**config.mk**
```make
export PLATFORM = sky130hd
export DESIGN_NAME = ctds_front
export DESIGN_NICKNAME = d
export VERILOG_FILES = /design/src/hdl/ctds_pkg.sv /design/src/hdl/ctds_front.sv
export SDC_FILE = /design/constraint.sdc
export NUM_CORES = 1
export LEC_CHECK = 0
export BUFFER_PORTS_ARGS = -buffer_cell sky130_fd_sc_hd__clkbuf_2
export CAP_MARGIN = 20
export CORE_MARGIN = 2
export CORE_UTILIZATION = 58
export CTS_CLUSTER_DIAMETER = 30
export DETAILED_ROUTE_END_ITERATION = 8
export GPL_TIMING_DRIVEN = 0
export PLACE_DENSITY = 0.84
export SYNTH_ARGS = -nofsm -noshare
export SYNTH_HDL_FRONTEND = slang
export SYNTH_SLANG_ARGS = --single-unit
```
**constraint.sdc**
```tcl
create_clock -name clk_i -period 5.4 [get_ports clk_i]
set_input_delay 0.54 -clock clk_i [delete_from_list [all_inputs] [get_ports clk_i]]
set_output_delay 0.54 -clock clk_i [all_outputs]
set_load 0.03 [all_outputs]
```
**src/hdl/ctds_pkg.sv**
```systemverilog
// Shared types and constants for the CSR top-k degree selector.
// Item structs for the input and result channels, candidate control bits.
// No dependencies.
`default_nettype none

package ctds_pkg;

  // Fixed width of the payload fields on the ports
  localparam int FIELD_W = 40;
  // Width of the k register and its value after reset
  localparam int TOPK_W = 5;
  localparam logic [TOPK_W-1:0] TOPK_RESET = 5'd16;

  // One row-pointer value of the CSR array
  typedef struct packed {
    logic [FIELD_W-1:0] row_pointer;
    logic               last_pointer;
  } in_item_t;

  // One reported node, or the single empty-list item
  typedef struct packed {
    logic [FIELD_W-1:0] node_index;
    logic [FIELD_W-1:0] node_degree;
    logic [FIELD_W-1:0] active_nodes;
    logic               entry_valid;
    logic               last_result;
  } out_item_t;

  // Control bits that travel with a node candidate
  typedef struct packed {
    logic positive;  // node has a positive degree, insert it
    logic last;      // final value of the array, report the list
  } cand_ctl_t;

endpackage

`default_nettype wire

```
**src/hdl/ctds_front.sv**
```systemverilog
// Front end: input register, degree computation and stream counters.
// Produces one node candidate per accepted row-pointer value.
// Depends on ctds_pkg.
`default_nettype none

module ctds_front #(
  parameter int OFFSET_BITS = 40
) (
  input  wire logic                     clk_i,
  input  wire logic                     rst_ni,
  input  wire logic                     in_valid_i,
  output logic                          in_ready_o,
  input  wire ctds_pkg::in_item_t       in_data_i,
  output logic                          cand_valid_o,
  input  wire logic                     cand_ready_i,
  output logic [OFFSET_BITS-1:0]        cand_idx_o,
  output logic [OFFSET_BITS-1:0]        cand_deg_o,
  output logic [OFFSET_BITS-1:0]        cand_act_o,
  output ctds_pkg::cand_ctl_t           cand_ctl_o
);

  // Input register
  logic                   in_v_q;
  logic [OFFSET_BITS-1:0] cur_q;
  logic                   last_q;

  // Stream state
  logic [OFFSET_BITS-1:0] prev_q;
  logic                   have_q;
  logic [OFFSET_BITS-1:0] node_cnt_q;
  logic [OFFSET_BITS-1:0] act_cnt_q;

  // Candidate register
  logic                   cand_v_q;
  logic [OFFSET_BITS-1:0] cand_idx_q;
  logic [OFFSET_BITS-1:0] cand_deg_q;
  logic [OFFSET_BITS-1:0] cand_act_q;
  ctds_pkg::cand_ctl_t    cand_ctl_q;

  logic                   cand_free;
  logic                   move;
  logic                   positive;
  logic [OFFSET_BITS-1:0] degree;
  logic [OFFSET_BITS-1:0] act_d;
  logic [OFFSET_BITS-1:0] node_cnt_d;

  // Stage handshakes
  assign cand_free  = !cand_v_q || cand_ready_i;
  assign in_ready_o = !in_v_q || cand_free;
  assign move       = in_v_q && cand_free;

  // Degree of the previous node and updated counters
  always_comb begin
    positive   = have_q && (cur_q > prev_q);
    degree     = cur_q - prev_q;
    act_d      = positive ? act_cnt_q + OFFSET_BITS'(1) : act_cnt_q;
    node_cnt_d = have_q ? node_cnt_q + OFFSET_BITS'(1) : node_cnt_q;
  end

  // Input register
  always_ff @(posedge clk_i or negedge rst_ni) begin
    if (!rst_ni) begin
      in_v_q <= 1'b0;
    end else if (in_ready_o) begin
      in_v_q <= in_valid_i;
    end
  end

  always_ff @(posedge clk_i) begin
    if (in_valid_i && in_ready_o) begin
      cur_q  <= OFFSET_BITS'(in_data_i.row_pointer);
      last_q <= in_data_i.last_pointer;
    end
  end

  // Stream state; the final value returns it to reset
  always_ff @(posedge clk_i or negedge rst_ni) begin
    if (!rst_ni) begin
      prev_q     <= '0;
      have_q     <= 1'b0;
      node_cnt_q <= '0;
      act_cnt_q  <= '0;
    end else if (move) begin
      if (last_q) begin
        prev_q     <= '0;
        have_q     <= 1'b0;
        node_cnt_q <= '0;
        act_cnt_q  <= '0;
      end else begin
        prev_q     <= cur_q;
        have_q     <= 1'b1;
        node_cnt_q <= node_cnt_d;
        act_cnt_q  <= act_d;
      end
    end
  end

  // Candidate register
  always_ff @(posedge clk_i or negedge rst_ni) begin
    if (!rst_ni) begin
      cand_v_q <= 1'b0;
    end else if (cand_free) begin
      cand_v_q <= move;
    end
  end

  always_ff @(posedge clk_i) begin
    if (move) begin
      cand_idx_q          <= node_cnt_q;
      cand_deg_q          <= degree;
      cand_act_q          <= act_d;
      cand_ctl_q.positive <= positive;
      cand_ctl_q.last     <= last_q;
    end
  end

  assign cand_valid_o = cand_v_q;
  assign cand_idx_o   = cand_idx_q;
  assign cand_deg_o   = cand_deg_q;
  assign cand_act_o   = cand_act_q;
  assign cand_ctl_o   = cand_ctl_q;

endmodule

`default_nettype wire

```
==> results of run 1 <==
-- worst max-delay path, cell delays in order, from the launching register on --
cell and delay, ns:
dfrtp_1 0.38, ha_1 0.22, fa_1 0.42, nor2b_1 0.19
o31a_1 0.20, o311ai_1 0.19, a311oi_1 0.54, nand4bb_1 0.20
buf_2 0.24, nand2_4 0.14, inv_2 0.12, buf_4 0.17
buf_2 0.30, nand2_1 0.11, xnor2_1 0.17
-- Yosys cell counts (all sizes together) (7+ instances only) --
master / count
a21o: 18
a31oi: 10
o21a: 7
o211ai: 11
mux2i: 12
a21oi: 43
and2: 8
nand4: 33
inv: 66
nand3: 80
buf: 23
dfrtp: 123
nand2b: 7
o311ai: 9
nor2b: 10
and3: 41
o21ai: 74
nor3: 31
xor2: 41
ha: 42
nor2: 81
or3: 11
a211oi: 8
xnor2: 63
nor4: 8
nand2: 90
a221o: 15
edfxtp: 163
clkbuf: 37
-- how the worst max path moves through the flow --
stage | startpoint | to | slack [ns] | cells after the start
2_1_floorplan | cand_ready_i | cand_act_o[0] | 0.22 | 5
3_3_place_gp | cand_ready_i | node_cnt_q[7] | -1.87 | 7
3_5_place_dp | prev_q[0] | cand_act_o[25] | 1.58 | 14
4_1_cts | prev_q[0] | cand_act_o[25] | 1.57 | 14
5_1_grt | cur_q[9] | cand_act_o[25] | 1.41 | 14
6_report | prev_q[0] | cand_act_o[25] | 1.54 | 14
-- metal layers --
| layer | track usage | vias to the layer above |
|---|---|---|
| met5 | 0 | - |
| met4 | 0.0855 | 0 |
| met3 | 0.0449 | 84 |
| met2 | 0.432 | 425 |
| met1 | 0.351 | 5109 |
| li1 | - | 5027 |
-- registers in the layout (all words and copies together), names as in the netlist --
name	cells
act_cnt_q	40
cand_act_o	40
cand_deg_o	40
cand_idx_o	40
cur_q	40
node_cnt_q	40
prev_q	40
cand_ctl_o	2
cand_valid_o	1
have_q	1
in_v_q	1
last_q	1
-- through the flow --
| stage | utilization | setup TNS, ns | hold slack, ns | instance area [um^2] |
|---|---|---|---|---|
| floorplan | - | 0 | 0.244 | 13900 |
| global placement | 0.645 | -237.08 | 0.459 | 15100 |
| detailed placement | 0.651 | 0 | 0.475 | 15300 |
| CTS | 0.722 | 0 | 0.147 | 16900 |
| global route | 0.722 | 0 | 0.149 | 16900 |
| finish | 0.722 | 0 | 0.163 | 16900 |
-- power groups by stage --
stage	Sequential, mW	Combinational [mW]	Clock (mW)
2_1_floorplan	3.06	0.804	0
3_3_place_gp	2.83	1.44	0
3_5_place_dp	2.82	1.47	0
4_1_cts	2.79	1.49	3.08
5_1_grt	2.82	1.63	3.19
6_report	2.79	1.50	3.04
-- logic make-up (layout without fill, tap and decap cells) --
kind of cell | count (synthesis) | in the layout | synth area share
simple gates | 419 | 419 | 0.151
flops | 286 | 286 | 0.573
compound gates | 246 | 246 | 0.124
buf+inv | 128 | 395 | 0.0372
xor+xnor | 104 | 104 | 0.0655
fa+ha+maj | 43 | 43 | 0.0392
mux | 13 | 13 | 0.00945
-- final cells by class --
cell class,count,share of cell area
clock inverters,40,0.0238
plain buffers,60,0.0157
flip-flops and latches,286,0.470
inverters,68,0.0151
well taps,319,0.0236
multi-input cells,825,0.320
repair buffers,174,0.0571
clock buffers,53,0.0745
-- timing repair --
action / 4_1_cts / 5_1_grt
hold buffers: 1 / 0
endpoints found under the hold margin: 51 / 0
gates resized for setup: 0 / 0
buffers inserted: 0 / 0
-- placed cells by master, fill, tap and decap left out, drive strengths merged, types with 41 or more instances in the layout --
| cell | count |
|---|---|
| nand2 | 90 |
| xnor2 | 63 |
| edfxtp | 163 |
| o21ai | 74 |
| ha | 42 |
| a21oi | 43 |
| and3 | 41 |
| inv | 84 |
| nor2 | 81 |
| dfrtp | 123 |
| xor2 | 41 |
| clkbuf | 258 |
| nand3 | 80 |
==> out/metrics.yaml, run 1 <==
synthesis:
  syn-num-nets: 1327
  synthTopCellsByArea: "edfxtp_1, dfrtp_1, xnor2_1"
  synth_edf_count: 163
  yosysSeqAreaShare: 0.573
  async_flop_share: 0.430
  yosys_most_used_dff: "edfxtp_1"
  synth_top_area_share: 0.352
  yosys_warnings: 0
  ys_types: 72
  synth_area_um2: 13900
  avgSynthCellArea_um2: 11.2
  postSynthCellCount: 1239
  ys_seq_elements: 286
  yosys.area.top_type: "edfxtp_1"
clock_network:
  cts_buffers: 50
  cts_sinks: 286
  cts_buffer_depth: 3
  root_buffer: "clkbuf_16"
  clk_pin_slew_ns: 0.06
  worstSkewPairLatency_ns: 0.55
  cts_tree: "yes"
  htreeDepth: 2
worst_setup_path:
  cp.arrival_ns: 4.15
  crit_type: "flop to flop"
  worstSetupEndpointType: "flop"
  r2r_start: "prev_q[0]"
  required_ns: 5.68
  worst_r2r_endpoint: "cand_act_o[25]"
  r2r_slack_ns: 1.54
  worstPathMaxFanout: 10
  reg2reg_depth: 14
  critPathLaunchType: "flop"
drt:
  drt_iter0_markers: 923
  highest-signal-layer: "met4"
  finalWirelength_um: 32800
  drc: 0
  wire_per_inst_um: 18.0
  via_per_inst: 5.83
  wl_met2_um: 15900
  vias: 10645
  wl_met3_um: 2230
  wl_met1_um: 13800
  postRouteAntennaNets: 0
  dr.pass1.iters: 5
place:
  pre_cts_ws_ns: 1.58
  gp_congestion: 0.906
  port_buffers: 168
  hpwl_um: 22300
  place_inst: 1731
timing:
  rsz0062_at_grt: "false"
  hold_viol_final: 0
  skew_ns: 0.0201
  timing.fmax_mhz: 259
  slew_headroom: 0.346
  setup_viol: 0
  setup_slack_ns: 1.54
  tightest_slew_ns: 0.972
  drv_slew: 0
  min_period_ns: 3.86
  final.period_utilization: 0.716
finish:
  syn2layout_area_growth_pct: 21.8
  nets: 1553
  seq_area_um2: 7970
  multi_input_area_um2: 5420
  num-fill-cells: 1601
  drive_gt1_frac: 0.199
  antenna_cells: 0
  final_cells: 1825
die:
  die_y_um: 159
  io_pins: 169
  num_rows: 56
  dieArea_um2: 25200
  initial_core_util: 0.593
  core_um2: 23500
  die_x_um: 159
pwr:
  leakage_nw: 7.16
  comb_power_share: 0.205
  p_per_area_nw_per_um2: 432
  p_seq_frac: 0.381
  pwr-share-clk: 0.415
  p_total_mw: 7.33
  power.net_switching_mw: 2.33
  ir_worst_vdd_uv: 294
  p_sw_frac: 0.318
  p_int_mw: 5.00
status:
  outcome: "complete, no violations"
grt:
  gr-total-overflow: 0
  grt_usage: 0.260
  first_global_vias: 10455
  antenna_found_initial: 0
  grt_max_degree: 73
  grt_pass1_wl_um: 53100
job:
  drv_cap: 0
min_path:
  hold_path_class: "primary input to flop"
  worstHoldEndpoint: "last_q"
  hold_depth: 1
  worstHoldStart: "in_data_i[0]"
(Power assumes the default switching activity.)
==> run 2, diff against run 1 <==
- ABC_AREA: unset -> 1
- PLACE_DENSITY: 0.84 -> 0.83
- clock period: 5.4 -> 3.65 ns (I/O delays scaled with it)
==> run 2 against run 1 <==
Compared with the run above:
- area after synthesis rose by 9.7%
- clock skew rose by 0.0028 ns
- setup slack got worse by 0.98 ns
- sequential share of layout area fell by 4.6 points
- clock power rose by 58%
- routed wire length rose by 32%
- sequential power rose by 49%
- global-route usage rose by 5.2 points
- power rose by 63%
- register-to-register slack got worse by 0.98 ns
- critical path type unchanged
==> out/metrics.yaml, run 2 <==
drt:
  drt_iter0_markers: 1142  # was 923
  via_per_inst: 5.56  # was 5.83
  drc: 0  # unchanged
  postRouteAntennaNets: 0  # unchanged
  vias: 13559  # was 10.6k
  finalWirelength_um: 43400  # was 32800 um
  dr.pass1.iters: 6  # was 5
  wire_per_inst_um: 17.8  # was 18.0 um
clock_network:
  cts_sinks: 286  # unchanged
  worstSkewPairLatency_ns: 0.57  # was 0.55 ns
  htreeDepth: 2  # unchanged
  cts_resized: 0  # unchanged
  root_buffer: "clkbuf_16"  # unchanged
  clk_pin_slew_ns: 0.06  # about the same
  cts_buffer_depth: 3  # unchanged
  cts_tree: "yes"  # unchanged
  cts_buffers: 51  # was 50
  ctsHoldBuffers: 41  # was 1
  post_cts_buffers: 0  # unchanged
worst_setup_path:
  crit_type: "flop to flop"  # unchanged
  critPathLaunchType: "flop"  # unchanged
  worstPathMaxFanout: 4  # was 10
  reg2reg_depth: 12  # was 14
  path_cells: "inv_1 -> ha_1 -> fa_1 -> inv_1 -> nand2_1 -> nand2_1 -> nand3b_1 -> nand2_2 -> a21oi_1 -> o21ai_0 -> a21oi_1 -> xor2_1"  # was ha_1 -> fa_1 -> nor2b_1 -> o31a_1 -> o311ai_1 -> a311oi_1 -> nand4bb_1 -> buf_2 -> nand2_4 -> inv_2 -> buf_4 -> buf_2 -> nand2_1 -> xnor2_1
  required_ns: 3.94  # was 5.68 ns
  worstSetupEndpointType: "flop"  # unchanged
  cp_slowest_stage_delay_ns: 0.64  # was 0.54 ns
  slowest_stage: "o21ai_0"  # was a311oi_1
  cp.arrival_ns: 3.38  # was 4.15 ns
finish:
  drive_gt1_frac: 0.152  # was 0.199
  final_cells: 2439  # was 1825
  layout_common_cells: "nand2_1, inv_1, nor2_1"  # was clkbuf_2, edfxtp_1, dfrtp_1
  multi_input_area_um2: 6100  # was 5420 um^2
  num-fill-cells: 1937  # was 1601
  syn2layout_area_growth_pct: 23.1  # was 21.8%
  nets: 2149  # was 1553
  antenna_cells: 0  # unchanged
  layout_commonest_cell: "nand2_1"  # was clkbuf_2
  seq_area_um2: 7970  # unchanged
synthesis:
  synth_common_cells: "nand2_1, inv_1, nor2_1"  # was edfxtp_1, dfrtp_1, nand2_1
  ys_types: 47  # was 72
  synth_most_common_cell: "nand2_1"  # was edfxtp_1
  avgSynthCellArea_um2: 8.50  # was 11.2 um^2
  synthTopCellsByArea: "edfxtp_1, dfrtp_1, nand2_1"  # was edfxtp_1, dfrtp_1, xnor2_1
  yosys_warnings: 0  # unchanged
  synth_top_area_share: 0.321  # was 0.352
  yosys.area.top_type: "edfxtp_1"  # unchanged
  synth_edf_count: 163  # unchanged
  async_flop_share: 0.430  # unchanged
  syn-num-nets: 1884  # was 1327
  yosysSeqAreaShare: 0.523  # was 0.573
  ys_seq_elements: 286  # unchanged
  yosys_most_used_dff: "edfxtp_1"  # unchanged
  synth_area_um2: 15300  # was 13900 um^2
  postSynthCellCount: 1796  # was 1239
timing:
  slew_headroom: 0.283  # was 0.346
  final.period_utilization: 0.848  # was 0.716
  tightest_slew_ns: 1.07  # was 0.972 ns
  min_period_ns: 3.10  # was 3.86 ns
  setup_viol: 0  # unchanged
  rsz0062_at_grt: "false"  # unchanged
  drv_slew: 0  # unchanged
  skew_ns: 0.0230  # was 0.0201 ns
  hold_viol_final: 0  # unchanged
  timing.fmax_mhz: 323  # was 259 MHz
  setup_slack_ns: 0.553  # was 1.54 ns
pwr:
  p_per_area_nw_per_um2: 635  # was 432 nW/um^2
  power.net_switching_mw: 4.13  # was 2.33 mW
  ir_worst_vdd_uv: 657  # was 294 uV
  p_sw_frac: 0.346  # was 0.318
  comb_power_share: 0.249  # was 0.205
  p_seq_frac: 0.348  # was 0.381
  p_int_mw: 7.80  # was 5.00 mW
  leakage_nw: 8.41  # was 7.16 nW
  pwr-share-clk: 0.403  # was 0.415
grt:
  gr-total-overflow: 0  # unchanged
  first_global_vias: 13427  # was 10.5k
  grt_max_degree: 100  # was 73
  grt_usage: 0.312  # was 0.260
  grt_pass1_wl_um: 69000  # was 53100 um
  antenna_found_initial: 0  # unchanged
place:
  gp_congestion: 1.02  # was 0.906
  port_buffers: 168  # unchanged
  hpwl_um: 30700  # was 22300 um
  pre_cts_ws_ns: 0.742  # was 1.58 ns
  place_inst: 2302  # was 1731
job:
  drv_cap: 0  # unchanged
status:
  outcome: "complete, no violations"  # unchanged
die:
  io_pins: 169  # unchanged
  dieArea_um2: 27600  # was 25200 um^2
  num_rows: 59  # was 56
  core_um2: 25900  # was 23500 um^2
  initial_core_util: 0.589  # was 0.593
  die_y_um: 166  # was 159 um
  die_x_um: 166  # was 159 um
min_path:
  hold_depth: 1  # unchanged
  hold_path_class: "primary input to flop"  # unchanged
## run 2: cell type report
type | instances | area share
Clock buffer | 51 | 0.0679
Tap cell | 335 | 0.0223
Sequential cell | 286 | 0.424
Buffer | 41 | 0.0129
Clock inverter | 45 | 0.0257
Multi-Input combinational cell | 1215 | 0.325
Timing Repair Buffer | 212 | 0.0711
Inverter | 254 | 0.0508
## run 2: power by group through the flow
| stage | sequential (mW) | combinational [mW] | clock [mW] |
|---|---|---|---|
| floorplan | 4.68 | 1.46 | 0 |
| global placement | 4.20 | 2.81 | 0 |
| detailed placement | 4.19 | 2.86 | 0 |
| CTS | 4.14 | 2.94 | 4.84 |
| global route | 4.19 | 3.21 | 5.00 |
| finish | 4.15 | 2.97 | 4.81 |
## run 2: final timing paths
| check | slack [ns] | start | to |
|---|---|---|---|
| min in group asynchronous | 0.25 | rst_ni | prev_q[14] |
| worst min register to register | 0.47 | last_q | cand_ctl_o[0] |
| worst max register to register | 0.55 | cur_q[0] | cand_deg_o[28] |
| worst min-delay path | 0.03 | in_data_i[1] | cur_q[0] |
| worst max-delay path | 0.55 | cur_q[0] | cand_deg_o[28] |
| max in group asynchronous | 2.59 | rst_ni | act_cnt_q[17] |
## run 2: logic make-up (layout without fill, tap and decap cells)
logic type	Yosys count	count (layout)	synth area share
XOR/XNOR	51	51	0.0293
adder cells (fa/ha/maj)	43	43	0.0358
AND/OR/NAND/NOR	929	929	0.265
AO/OA/AOI/OAI	192	192	0.0702
flip-flops	286	286	0.523
buffers and inverters	295	603	0.0777
## run 2: critical path, delay by kind of cell, from the launching register on
kind / cells / cell delay, ns
AO/OA/AOI/OAI: 3 / 0.92
XOR/XNOR: 1 / 0.21
adder cells (fa/ha/maj): 2 / 0.75
buffers and inverters: 2 / 0.20
flip-flops: 1 / 0.37
AND/OR/NAND/NOR: 4 / 0.37
## run 2: stage by stage
step	utilization	setup TNS (ns)	hold WS [ns]	area, um^2	total power, mW
2_1_floorplan	-	0	0.0694	15300	6.14
3_3_place_gp	0.638	-17.24	0.430	16500	7.00
3_5_place_dp	0.641	0	0.264	16600	7.05
4_1_cts	0.725	0	0.000495	18800	11.9
5_1_grt	0.725	0	0.0101	18800	12.4
6_report	0.725	0	0.0328	18800	11.9
## run 2: per-layer routing
metal | global-route usage | up-vias | wire length (um)
li1 | - | 6475 | -
met1 | 0.391 | 6367 | 17300
met4 | 0.147 | 0 | 1900
met3 | 0.0448 | 127 | 2950
met2 | 0.538 | 590 | 21200
met5 | 0 | - | 0
